## config.mk

```make
export PLATFORM = sky130hd
export DESIGN_NAME = wildcard_pattern_matcher
export DESIGN_NICKNAME = d
export VERILOG_FILES = /design/src/rtl/wpm_pkg.sv /design/src/rtl/wildcard_pattern_matcher.sv /design/src/rtl/wpm_cell.sv /design/src/rtl/wpm_out_buf.sv
export SDC_FILE = /design/constraint.sdc
export NUM_CORES = 1
export LEC_CHECK = 0
export BUFFER_PORTS_ARGS = -buffer_cell sky130_fd_sc_hd__buf_4
export CORE_MARGIN = 10
export CORE_UTILIZATION = 60
export CTS_CLUSTER_SIZE = 40
export DETAILED_ROUTE_END_ITERATION = 8
export GPL_TIMING_DRIVEN = 0
export HOLD_SLACK_MARGIN = 0.1
export PLACE_DENSITY = 0.76
export RECOVER_POWER = 50
export REMOVE_ABC_BUFFERS = 1
export SYNTH_ARGS = -nofsm -noshare
export SYNTH_HDL_FRONTEND = slang
export SYNTH_SLANG_ARGS = --single-unit
```

## constraint.sdc

```tcl
create_clock -name i_clk -period 5.4 [get_ports i_clk]
set_input_delay 1.08 -clock i_clk [delete_from_list [all_inputs] [get_ports i_clk]]
set_output_delay 1.08 -clock i_clk [all_outputs]
set_load 0.02 [all_outputs]
```

## src/rtl/wpm_pkg.sv

```systemverilog
// Shared types and constants for the wildcard pattern matcher.
package wpm_pkg;

    typedef enum logic [1:0] {
        OP_CLEAR   = 2'd0,
        OP_APPEND  = 2'd1,
        OP_RESTART = 2'd2,
        OP_TEXT    = 2'd3
    } t_op;

    localparam logic [7:0] STAR_BYTE = 8'h2A;
    localparam logic [7:0] ANY_BYTE  = 8'h3F;

    typedef struct packed {
        logic       step;
        logic       text;
        logic [7:0] sym;
    } t_cell_ctl;

    typedef struct packed {
        logic       matched;
        logic       overflow;
        logic [5:0] pattern_count;
    } t_result;

endpackage

```

## src/rtl/wildcard_pattern_matcher.sv

```systemverilog
// Top level of the wildcard pattern matcher: cell chain, length control, output buffer.
//
//   channel | valid   | stall   | payload
//   --------+---------+---------+-------------------------------------------
//   input   | i_valid | o_stall | i_operation, i_symbol
//   output  | o_valid | i_stall | o_matched, o_overflow, o_pattern_count
//
// One transaction per cycle while not stalled; results are registered in the buffer.
// Each text byte updates every cell in the same cycle through a one-bit ripple
// along the chain of MAX_PATTERN cells.
// Synchronous reset clears the length and the cell column bits and sets column bit 0;
// the pattern store keeps its contents and needs no clearing pass.
// A two-entry output buffer raises o_stall only when both entries are held.
module wildcard_pattern_matcher
    import wpm_pkg::*;
#(
    parameter int MAX_PATTERN = 32
) (
    input  logic       i_clk,
    input  logic       i_rst_n,
    input  logic       i_valid,
    output logic       o_stall,
    input  logic [1:0] i_operation,
    input  logic [7:0] i_symbol,
    output logic       o_valid,
    input  logic       i_stall,
    output logic       o_matched,
    output logic       o_overflow,
    output logic [5:0] o_pattern_count
);

    localparam int LEN_W = $clog2(MAX_PATTERN + 1);

    t_op              op;
    logic             in_fire;
    logic             append_ok;
    logic             overflow;
    logic [LEN_W-1:0] r_len;
    logic [LEN_W-1:0] n_len;
    logic             r_col0;
    t_cell_ctl        ctl;
    logic [MAX_PATTERN:0] col;
    logic [MAX_PATTERN:0] chain;
    t_result          result;
    t_result          out_data;

    assign op        = t_op'(i_operation);
    assign in_fire   = i_valid & ~o_stall;
    assign append_ok = (op == OP_APPEND) && (r_len < LEN_W'(MAX_PATTERN));
    assign overflow  = (op == OP_APPEND) && !append_ok;

    always_comb begin
        unique case (op)
            OP_CLEAR:   n_len = '0;
            OP_APPEND:  n_len = append_ok ? r_len + LEN_W'(1) : r_len;
            OP_RESTART: n_len = r_len;
            OP_TEXT:    n_len = r_len;
            default:    n_len = r_len;
        endcase
    end

    assign ctl.step = in_fire & ~overflow;
    assign ctl.text = (op == OP_TEXT);
    assign ctl.sym  = i_symbol;

    assign col[0]   = r_col0;
    assign chain[0] = ~ctl.text;

    for (genvar g = 1; g <= MAX_PATTERN; g++) begin : g_cell
        wpm_cell u_cell (
            .i_clk        (i_clk),
            .i_rst_n      (i_rst_n),
            .i_ctl        (ctl),
            .i_wr         (in_fire & append_ok & (r_len == LEN_W'(g - 1))),
            .i_col_left   (col[g-1]),
            .i_chain_left (chain[g-1]),
            .o_col        (col[g]),
            .o_chain      (chain[g])
        );
    end

    always_ff @(posedge i_clk) begin
        if (!i_rst_n) begin
            r_len  <= '0;
            r_col0 <= 1'b1;
        end else if (in_fire) begin
            r_len <= n_len;
            if (ctl.step) begin
                r_col0 <= chain[0];
            end
        end
    end

    assign result.matched       = overflow ? col[n_len] : chain[n_len];
    assign result.overflow      = overflow;
    assign result.pattern_count = 6'(n_len);

    wpm_out_buf u_out_buf (
        .i_clk   (i_clk),
        .i_rst_n (i_rst_n),
        .i_push  (in_fire),
        .i_data  (result),
        .o_full  (o_stall),
        .o_valid (o_valid),
        .i_stall (i_stall),
        .o_data  (out_data)
    );

    assign o_matched       = out_data.matched;
    assign o_overflow      = out_data.overflow;
    assign o_pattern_count = out_data.pattern_count;

endmodule

```

## src/rtl/wpm_cell.sv

```systemverilog
// One matcher cell: a stored pattern byte and its prefix match bit.
module wpm_cell
    import wpm_pkg::*;
(
    input  logic      i_clk,
    input  logic      i_rst_n,
    input  t_cell_ctl i_ctl,
    input  logic      i_wr,
    input  logic      i_col_left,
    input  logic      i_chain_left,
    output logic      o_col,
    output logic      o_chain
);

    logic [7:0] r_pat;
    logic       r_col;
    logic [7:0] pat_eff;
    logic       is_star;
    logic       is_hit;

    assign pat_eff = i_wr ? i_ctl.sym : r_pat;
    assign is_star = (pat_eff == STAR_BYTE);
    assign is_hit  = (pat_eff == ANY_BYTE) || (pat_eff == i_ctl.sym);

    always_comb begin
        if (!i_ctl.text) begin
            o_chain = i_chain_left & is_star;
        end else if (is_star) begin
            o_chain = r_col | i_chain_left;
        end else if (is_hit) begin
            o_chain = i_col_left;
        end else begin
            o_chain = 1'b0;
        end
    end

    always_ff @(posedge i_clk) begin
        if (!i_rst_n) begin
            r_col <= 1'b0;
        end else if (i_ctl.step) begin
            r_col <= o_chain;
        end
    end

    always_ff @(posedge i_clk) begin
        if (i_wr) begin
            r_pat <= i_ctl.sym;
        end
    end

    assign o_col = r_col;

endmodule

```

## src/rtl/wpm_out_buf.sv

```systemverilog
// Two-entry output buffer: result register plus skid register.
module wpm_out_buf
    import wpm_pkg::*;
(
    input  logic    i_clk,
    input  logic    i_rst_n,
    input  logic    i_push,
    input  t_result i_data,
    output logic    o_full,
    output logic    o_valid,
    input  logic    i_stall,
    output t_result o_data
);

    logic    r_out_valid;
    logic    r_skid_valid;
    t_result r_out;
    t_result r_skid;
    logic    out_free;

    assign out_free = ~r_out_valid | ~i_stall;

    always_ff @(posedge i_clk) begin
        if (!i_rst_n) begin
            r_out_valid  <= 1'b0;
            r_skid_valid <= 1'b0;
        end else if (out_free) begin
            r_out_valid  <= r_skid_valid | i_push;
            r_skid_valid <= 1'b0;
        end else if (i_push) begin
            r_skid_valid <= 1'b1;
        end
    end

    always_ff @(posedge i_clk) begin
        if (out_free) begin
            r_out <= r_skid_valid ? r_skid : i_data;
        end
        if (!out_free && i_push) begin
            r_skid <= i_data;
        end
    end

    assign o_full  = r_skid_valid;
    assign o_valid = r_out_valid;
    assign o_data  = r_out;

endmodule

```

==> results of run 1 <==
## worst paths after layout
| check | end | cells after the start | slack [ns] |
|---|---|---|---|
| setup reg to reg | u_out_buf.o_data[7]$_DFFE_PP_ | 16 | 0.30 |
| setup / recovery | u_out_buf.o_data[7]$_DFFE_PP_ | 17 | 0.19 |
| hold / removal | g_cell[1].u_cell.r_pat[7]$_DFF_P_ | 2 | 0.47 |
| hold reg to reg | g_cell[1].u_cell.r_pat[7]$_DFF_P_ | 2 | 0.47 |
## cell type report
type / count / share of cell area
clock buffer: 47 / 0.05196
timing repair buffer: 48 / 0.02268
multi-input combinational: 1483 / 0.5485
sequential: 313 / 0.3328
tap: 384 / 0.02488
inverter: 54 / 0.01076
clock inverter: 14 / 0.008358
## state kept, by name, summed over array words and instances, names as in the netlist
| signal | count |
|---|---|
| g_cell.u_cell.r_pat | 256 |
| g_cell.u_cell.o_col | 32 |
| u_out_buf.r_skid | 8 |
| u_out_buf.o_data | 8 |
| u_out_buf.o_valid | 1 |
| r_col0 | 1 |
| u_out_buf.o_full | 1 |
| r_len | 6 |
## worst max-delay path: cells and delay by family
family / cells / cell delay [ns]
buffers and inverters: 2 / 0.64
AO/OA/AOI/OAI: 11 / 2.97
AND/OR/NAND/NOR: 4 / 0.71
## power by group
group | internal, mW | total, mW | switching, mW
Clock | 1.45 | 2.41 | 0.961
Sequential | 2.46 | 2.59 | 0.126
Combinational | 0.270 | 0.646 | 0.376
Total | 4.19 | 5.65 | 1.46
## placed cells by master, fill, tap and decap left out, types with 8 or more instances in the layout
| cell type | count |
|---|---|
| inv_1 | 48 |
| dfxtp_1 | 296 |
| nand2_1 | 206 |
| nand3_2 | 13 |
| and2_1 | 11 |
| buf_4 | 26 |
| a211oi_1 | 19 |
| a31oi_1 | 19 |
| and3_1 | 13 |
| mux2_2 | 144 |
| a21oi_1 | 61 |
| o31ai_1 | 8 |
| or2_2 | 12 |
| nand4b_1 | 18 |
| xor2_1 | 90 |
| or3_1 | 16 |
| nand2b_1 | 10 |
| clkbuf_16 | 37 |
| xnor2_1 | 167 |
| nand4_1 | 64 |
| o21ai_0 | 139 |
| nand3_1 | 45 |
| edfxtp_1 | 16 |
| o211ai_1 | 16 |
| a21o_1 | 10 |
| nor4_1 | 42 |
| nor3_1 | 41 |
| clkbuf_1 | 15 |
| nor2_1 | 103 |
| mux2i_1 | 40 |
| o21ai_1 | 8 |
## kinds of logic (layout without fill, tap and decap cells)
logic type,Yosys count,in the layout,synth area share
AO/OA/AOI/OAI,372,372,0.1394
flip-flops,313,313,0.3662
adder cells (fa/ha/maj),4,4,0.002852
buffers and inverters,191,163,0.04592
multiplexers,190,190,0.1197
AND/OR/NAND/NOR,659,660,0.1977
XOR/XNOR,257,257,0.1283
## metrics by stage
step	hold slack [ns]	utilization	TNS, ns	cells	setup WS (ns)
after global placement	0.4567	0.6114	-81.15	2256	-3.266
after detailed placement	0.4655	0.6136	-20.23	2259	-1.688
after CTS	0.4722	0.6631	0	2331	0.002724
final	0.4726	0.6710	0	2343	0.1884
after floorplan	0.4417	-	-5.807	1849	-0.8672
after global routing	0.4922	0.6710	-0.009635	2343	-0.009635
## repair_timing
action | CTS | global route
pin swaps | 3 | 5
setup endpoints to repair | 18 | 5
setup buffers | 10 | 12
resized for setup | 38 | 33
hold buffers | 0 | 0
cloned | 1 | 0
## per-layer routing
metal | share of wire | global-route usage
met1 | 0.42 | 0.3153
met2 | 0.48 | 0.4259
met3 | 0.074 | 0.04391
met4 | 0.030 | 0.09055
met5 | 0 | 0
==> impl_results.md, run 1 <==
* Worst path required time at 5.66 ns
* Detail Route Antenna Nets at 0
* Pre-antenna DRT Iters at 6
* Starting density of the core at 0.6097
* Final Cycle Share at 0.9651
* Post-Route WL at 47370 microns
* YS warnings at 0
* Post-DP HPWL at 28500 microns
* Post-synth EDFFs at 16
* Die area at 36480 sq um
* Crit path launch: i_symbol[0]
* Clk_skew at 0.02100 ns
* Worst-path cell chain: buf_8, or3_4, nor3_4, o32ai_1, nor3_1, o311a_1, o221ai_4, nor3_2, o41ai_4, o21ai_2, a211oi_4, buf_4, o21ai_2, a41oi_1, o22ai_1, a221oi_2, a21oi_1
* WS Path Type: input pin to register
* Routed WL per cell at 20.22 microns
* Hold Vio Cnt, Final at 0
* Area contributors post-synth: dfxtp_1 (34%), mux2_2 (9.2%), xnor2_1 (8.3%), xor2_1 (4.5%), nand2_1 (4.4%)
* Critical Path AT at 5.47 ns
* Synth async-reset ratio at 0
* Worst hold-check path type: register to register
* Sequential cell area at 6427 sq um
* Port Buffer Count at 23
* Initial antenna violation count at 0
* H-tree depth at 2
* CORE AREA at 28780 sq um
* NumNets Final at 1954
* Placer Congestion at 0.8980
* Placed Area at 17660 sq um
* FF+latch count, synth at 313
* Most frequent cells after synthesis: dfxtp_1 (297), nand2_1 (207), xnor2_1 (167)
* GRT Resource Usage Total at 0.2519
* Worst path max stage delay at 0.46 ns
* Crit path top cell by count: o21ai_2
* Critical Path Sink Type: register
* First-pass GRT wire length at 75290 microns
* Cell area after synthesis at 17550 sq um
* Worst-path clk slew at 0.06 ns
* Post-synthesis cell count at 1986
* Ports at 24
* Top cell type by total area after synthesis: dfxtp_1
* Netlist cell types at 96
* CTS Sinks at 313
* Share of cells above drive strength 1 at 0.1685
* Setup violations, final at 0
* DRC Markers at 0
* Maximum VDD drop at 0.0002024 V
* Fin. max-slew vios at 12
* # rows at 62
* Initial DRC count at 1416
* Root Buffer: clkbuf_16
* Filler cell count at 2318
* Fin area at 19310 sq um
* Worst-margin pin slew at 1.680 ns
* FMAX at 191.9 MHz
* Routed vias at 14.96k
* Power Density at 292.6 nW/um^2
* Most common cell in the synthesized netlist: dfxtp_1
* Slew margin rel. at -0.1296
* Vias in the first global route at 14.20k
* Chip width at 191.0 microns
* Startpoint Class: input pin
* Ys flop type: dfxtp_1
* Area of the multi-input gates at 10590 sq um
* CP max stage cell: buf_8
* Antenna Cells at 0
* Max_cap viols at 1
* Post-synthesis sequential area ratio at 0.3662
* Routed vias/inst at 6.386
* Clock latency on the worst-skew pair at 0.53 ns
* CTS tree: built
* Status: complete, but fails checks
* Largest net degree at the start of global routing at 72
* CP max FO at 71
* Failing checks: max-capacitance violations, max-slew violations
* Leak Pwr at 7.302 nW
* CTS max path bufs at 3
* Cts bufs inserted at 36
* Total Power at 5.651 mW
* Hold Path Origin: g_cell[1].u_cell.r_pat[7]$_DFF_P_
* Vert. Die Dim at 191.0 microns
* Mean Syn Cell Area at 8.835 sq um
* Yosys top cell area share at 0.3388
* Syn-to-layout area delta at 10.05%
* Launch point of the worst reg-to-reg path: r_len[0]$_SDFFE_PN0P_
* Grt total ovfl at 0
* Min Tclk post-route at 5.212 ns
No activity file was read; power rests on OpenSTA's default activity.
==> inputs of run 2 (changes only) <==
--- a/config.mk
+++ b/config.mk
@@ -6,13 +6,13 @@
 export NUM_CORES = 1
 export LEC_CHECK = 0
 export BUFFER_PORTS_ARGS = -buffer_cell sky130_fd_sc_hd__buf_4
-export CORE_MARGIN = 10
-export CORE_UTILIZATION = 60
+export CORE_MARGIN = 5
+export CORE_UTILIZATION = 64
 export CTS_CLUSTER_SIZE = 40
 export DETAILED_ROUTE_END_ITERATION = 8
 export GPL_TIMING_DRIVEN = 0
 export HOLD_SLACK_MARGIN = 0.1
-export PLACE_DENSITY = 0.76
+export PLACE_DENSITY = 0.81
 export RECOVER_POWER = 50
 export REMOVE_ABC_BUFFERS = 1
 export SYNTH_ARGS = -nofsm -noshare
==> run 2 against run 1 <==
The run now ends clean. Combinational power grew 2%. Flip-flop and latch count is the same. Cell area up 0.88%. Maximum frequency decreased by 2.3%. Wire length is 0.19% higher. Clock skew decreased by 0.0030 ns. Critical path depth rose by 1. Critical path type unchanged.
==> impl_results.md, run 2 (synthesized netlist as in run 1, its figures left out) <==
* Critical Path Sink Type: register
* Syn-to-layout area delta at 11.02%
* Clock latency on the worst-skew pair at 0.52 ns
* Largest register by flop count: g_cell.u_cell.r_pat
* Share of cells above drive strength 1 at 0.1783
* CTS Sinks at 313
* Reg-to-reg critical path endpoint: u_out_buf.o_data[7]$_DFFE_PP_
* Maximum VDD drop at 0.0001641 V
* Cts bufs inserted at 35
* CP max FO at 36
* Ports at 24
* Crit path launch: i_symbol[6]
* Max_cap viols at 0
* Reg2reg path depth at 16
* CTS max path bufs at 3
* Clk_skew at 0.01804 ns
* Placer Congestion at 0.9376
* Initial antenna violation count at 0
* Setup violations, final at 0
* CORE AREA at 26950 sq um
* Worst hold-check path type: register to register
* Pre-antenna DRT Iters at 6
* GRT met1 Usage at 0.3736
* H-tree depth at 2
* Initial DRC count at 1384
* Die area at 30830 sq um
* Starting density of the core at 0.6511
* Routed WL per cell at 20.54 microns
* GRT Resource Usage Total at 0.2937
* Antenna Cells at 0
* NumNets Final at 1964
* Critical Path AT at 5.58 ns
* Grt total ovfl at 0
* Filler cell count at 1942
* Global routing usage on met3 at 0.05101
* Status: finished, final reports clean
* Root Buffer: clkbuf_16
* Post-Route WL at 47460 microns
* CTS tree: built
* Flop2flop setup slack at 0.22 ns
* Vias in the first global route at 14.40k
* Worst-path clk slew at 0.06 ns
* Cts hold-fix bufs at 0
* Worst-margin pin slew at 1.477 ns
* Setup TNS at 0 ns
* Vert. Die Dim at 175.6 microns
* Routed vias at 15.02k
* Power Density at 291.3 nW/um^2
* Leak Pwr at 7.396 nW
* WS Path Type: input pin to register
* Port Buffer Count at 23
* # rows at 60
* Hold Vio Cnt, Final at 0
* Worst path required time at 5.65 ns
* Detail Route Antenna Nets at 0
* Slew margin rel. at 0.01529
* Min Tclk post-route at 5.335 ns
* DRC Markers at 0
* Launch point of the worst reg-to-reg path: r_len[2]$_SDFFE_PN0P_
* Final Cycle Share at 0.9879
* Routed vias/inst at 6.503
* Largest net degree at the start of global routing at 72
* Most frequent cells in the layout: dfxtp_1 (296), nand2_1 (205), xnor2_1 (167)
* GR peak layer: met2
* Post-DP HPWL at 28070 microns
* Met2 GRT Util at 0.4906
* Startpoint Class: input pin
* Crit path to: u_out_buf.o_data[7]$_DFFE_PP_
* FMAX at 187.5 MHz
* Most common cell after layout, fill and taps aside: dfxtp_1
* Chip width at 175.6 microns
* Hold Slack at 0.4741 ns
* Fin. max-slew vios at 0
* Largest register FFs at 256
* First-pass GRT wire length at 74870 microns
==> run 2: per-layer routing <==
metal / vias to the layer above / part of all wire
li1: 7034 / -
met1: 7082 / 0.40
met4: 0 / 0.042
met5: - / 0
met3: 164 / 0.087
met2: 743 / 0.47
==> run 2: cell type report <==
class | count | area (sq um) | area share
Clock buffer | 52 | 1082 | 0.05556
Sequential cell | 313 | 6427 | 0.3299
Inverter | 54 | 215.2 | 0.01105
Clock inverter | 8 | 95.09 | 0.004881
Timing Repair Buffer | 58 | 543.0 | 0.02787
Tap cell | 341 | 426.7 | 0.02190
Multi-Input combinational cell | 1484 | 10690 | 0.5488
==> run 2: through the flow <==
stage / setup WS [ns] / utilization / cell area (sq um) / power, mW / cells
after floorplan: -0.8672 / - / 16940 / 3.010 / 1849
after global placement: -3.731 / 0.6509 / 17540 / 3.211 / 2213
after detailed placement: -1.705 / 0.6534 / 17610 / 3.241 / 2217
after CTS: 0.003499 / 0.7079 / 19080 / 5.661 / 2289
after global routing: -0.04405 / 0.7228 / 19480 / 5.857 / 2310
final: 0.06538 / 0.7228 / 19480 / 5.675 / 2310
==> run 2: power by group <==
group / internal (mW) / leakage, nW / switching, mW / total (mW)
Clock: 1.48 / 0.578 / 0.949 / 2.43
Combinational: 0.276 / 4.24 / 0.382 / 0.658
Sequential: 2.46 / 2.58 / 0.128 / 2.59
Total: 4.22 / 7.40 / 1.46 / 5.67
==> run 2: how the worst min path moves through the flow <==
stage | slack [ns] | startpoint | cells past startpoint | endpoint
4_1_cts | 0.47 | g_cell[1].u_cell.r_pat[7]$_DFF_P_ | 2 | g_cell[1].u_cell.r_pat[7]$_DFF_P_
2_1_floorplan | 0.44 | g_cell[1].u_cell.r_pat[7]$_DFF_P_ | 2 | g_cell[1].u_cell.r_pat[7]$_DFF_P_
3_3_place_gp | 0.46 | g_cell[1].u_cell.r_pat[7]$_DFF_P_ | 2 | g_cell[1].u_cell.r_pat[7]$_DFF_P_
3_5_place_dp | 0.46 | g_cell[1].u_cell.r_pat[7]$_DFF_P_ | 2 | g_cell[1].u_cell.r_pat[7]$_DFF_P_
5_1_grt | 0.49 | g_cell[1].u_cell.r_pat[7]$_DFF_P_ | 2 | g_cell[1].u_cell.r_pat[7]$_DFF_P_
6_report | 0.47 | g_cell[1].u_cell.r_pat[7]$_DFF_P_ | 2 | g_cell[1].u_cell.r_pat[7]$_DFF_P_
==> run 2: what timing repair did <==
| action | CTS | global route |
|---|---|---|
| cloned | 2 | 1 |
| setup buffers | 10 | 19 |
| endpoints found under the setup margin | 19 | 5 |
| pin swaps | 4 | 10 |
| resized for setup | 45 | 43 |
==> run 2: worst max-delay path, cell delays in order <==
cell and delay (ns):
buf_8 0.37, nand4bb_4 0.32, nor3_4 0.10, buf_4 0.15, o32ai_1 0.36, nor3_1 0.15, o311a_1 0.36, o221ai_4 0.40
nor3_2 0.11, o41ai_4 0.41, o21ai_2 0.15, a211oi_4 0.38, buf_4 0.21, o311ai_1 0.13, a41oi_1 0.20, o22ai_1 0.14
a221oi_2 0.38, a21oi_1 0.13
==> inputs of run 3 (changes only) <==
--- a/config.mk
+++ b/config.mk
@@ -6,6 +6,7 @@
 export NUM_CORES = 1
 export LEC_CHECK = 0
 export BUFFER_PORTS_ARGS = -buffer_cell sky130_fd_sc_hd__buf_4
+export CORE_ASPECT_RATIO = 1.25
 export CORE_MARGIN = 5
 export CORE_UTILIZATION = 64
 export CTS_CLUSTER_SIZE = 40
==> run 3 against run 2 <==
Register-to-register slack worse by 0.04 ns. Critical path type unchanged. Non-clock buffer count is 10 lower. Total power is 5.8% lower. Largest cell class unchanged.
==> impl_results.md, run 3 (synthesized netlist as in run 1, its figures left out) <==
* Clock latency on the worst-skew pair at 0.57 ns
* Setup violations, final at 0
* Initial antenna violation count at 0
* Cts hold-fix bufs at 0
* Switching share of power at 0.2625
* Hold EP: g_cell[1].u_cell.r_pat[5]$_DFF_P_
* Startpoint Class: input pin
* Placer Congestion at 0.9967
* Routed WL per cell at 20.39 microns
* Chip width at 158.1 microns
* Most common cell after layout, fill and taps aside: dfxtp_1
* Min Tclk post-route at 5.290 ns
* Starting density of the core at 0.6521
* CTS Sinks at 313
* Internal at 3.943 mW
* Most frequent cells in the layout: dfxtp_1 (296), nand2_1 (207), xnor2_1 (167)
* Reg-to-reg critical path endpoint: u_out_buf.o_data[7]$_DFFE_PP_
* Cts bufs inserted at 31
* Worst-path cell chain: buf_4, nor4b_4, buf_6, nand3_1, mux2_4, or4_1, nand2_1, nor3_2, o41ai_4, o21ai_2, and2_1, a221o_1, a211oi_1, o2111ai_1, a221oi_2, a21oi_1
* Power Density at 280.2 nW/um^2
* Crit path launch: i_operation[1]
* Flop2flop setup slack at 0.18 ns
* CP max FO at 16
* CTS tree: built
* Pre-antenna DRT Iters at 5
* H-tree depth at 1
* WS Path Type: input pin to register
* Grt total ovfl at 0
* Port Buffer Count at 23
* Root Buffer: clkbuf_16
* Fin. max-slew vios at 0
* Vias in the first global route at 14.49k
* Routed vias at 14.95k
* Placed Area at 17620 sq um
* Syn-to-layout area delta at 8.742%
* GRT Resource Usage Total at 0.2947
* Leak Pwr at 7.262 nW
* Largest net degree at the start of global routing at 72
* Largest register FFs at 256
* Hold path cells at 2
* Clk_skew at 0.01291 ns
* Worst-path clk slew at 0.06 ns
* CORE AREA at 26910 sq um
* Critical Path AT at 5.60 ns
* Worst path max stage delay at 0.51 ns
* Initial DRC count at 1311
* Post-DP HPWL at 29230 microns
* Status: finished, final reports clean
* Hold Path Origin: g_cell[1].u_cell.r_pat[5]$_DFF_P_
* Post-layout util at 0.7091
* First-pass GRT wire length at 74300 microns
* Fin area at 19080 sq um
* Ports at 24
* Vert. Die Dim at 195.1 microns
* Reg2reg path depth at 15
* Slew margin rel. at 0.06474
* Total Power at 5.346 mW
* Hold Slack at 0.4801 ns
* Routed vias/inst at 6.502
* Maximum VDD drop at 0.0002359 V
* Launch point of the worst reg-to-reg path: r_len[0]$_SDFFE_PN0P_
* # rows at 67
* Detail Route Antenna Nets at 0
* CTS max path bufs at 3
* Share of cells above drive strength 1 at 0.1668
* Combinational power share at 0.121
* FMAX at 189.0 MHz
* Sw Pwr at 1.403 mW
* Worst hold-check path type: register to register
* Worst-margin pin slew at 1.400 ns
* Post-Route WL at 46870 microns
* Clock share of power at 0.395
* Worst path required time at 5.71 ns
* Sequential Power Share at 0.484
* Max_cap viols at 0
* Critical Path Sink Type: register
* Antenna Cells at 0
* Setup TNS at 0 ns
* CP max stage cell: or4_1
* Final Cycle Share at 0.9796
* Die area at 30850 sq um
* NumNets Final at 1949
* DRC Markers at 0
* Largest register by flop count: g_cell.u_cell.r_pat
* Hold Vio Cnt, Final at 0
run 3: cell types whose count changed in the layout (fill, tap and decap cells not counted), sizes merged:
cell    previous run  this run
clkinv             8         7
buf               52        46
nor4b              5         4
inv               50        51
clkbuf            58        52
bufinv             2         0
run 3: final cells by class:
class / instances / area (sq um)
sequential: 313 / 6427
clock inverter: 6 / 35.03
clock buffer: 50 / 958.4
timing repair buffer: 48 / 493.0
tap: 345 / 431.7
multi-input combinational: 1483 / 10530
inverter: 54 / 207.7
fill: 1971 / 7829
run 3: worst max-delay path: cells and delay by family:
family,cells,cell delay (ns)
muxes,1,0.49
and+or+nand+nor,6,1.78
buffers and inverters,2,0.42
AOI/OAI and AO/OA,7,1.81
run 3: layer usage:
metal	share of wire	wire [microns]	track usage
met2	0.48	22450	0.4974
met1	0.40	18910	0.3722
met5	0	0	0
met3	0.074	3462	0.04296
met4	0.044	2041	0.1277
run 3: worst max-delay path by stage:
| stage | endpoint | slack (ns) | cells after the start |
|---|---|---|---|
| 4_1_cts | u_out_buf.o_data[7]$_DFFE_PP_ | 0.01 | 16 |
| 6_report | u_out_buf.o_data[7]$_DFFE_PP_ | 0.11 | 16 |
| 3_5_place_dp | u_out_buf.o_data[7]$_DFFE_PP_ | -1.65 | 16 |
| 3_3_place_gp | u_out_buf.o_data[7]$_DFFE_PP_ | -3.64 | 16 |
| 5_1_grt | u_out_buf.r_skid[7]$_DFFE_PP_ | -0.11 | 15 |
| 2_1_floorplan | u_out_buf.o_data[7]$_DFFE_PP_ | -0.87 | 15 |
run 3: what timing repair did:
| item | 4_1_cts | 5_1_grt |
|---|---|---|
| resized for setup | 39 | 22 |
| setup buffers | 9 | 12 |
| endpoints found under the setup margin | 14 | 5 |
| cloned | 1 | 0 |
| endpoints found under the hold margin | 0 | 0 |
| pin swaps | 4 | 5 |
run 3: power by group through the flow:
stage / Combinational [mW] / Sequential, mW / Clock [mW]
6_report: 0.648 / 2.59 / 2.11
4_1_cts: 0.630 / 2.58 / 2.13
5_1_grt: 0.698 / 2.60 / 2.23
2_1_floorplan: 0.395 / 2.62 / 0
3_5_place_dp: 0.605 / 2.63 / 0
3_3_place_gp: 0.580 / 2.63 / 0
run 3: through the flow:
step	cells	setup slack, ns
4_1_cts	2286	0.01306
3_3_place_gp	2217	-3.636
3_5_place_dp	2220	-1.653
6_report	2299	0.1101
2_1_floorplan	1849	-0.8672
5_1_grt	2299	-0.1105
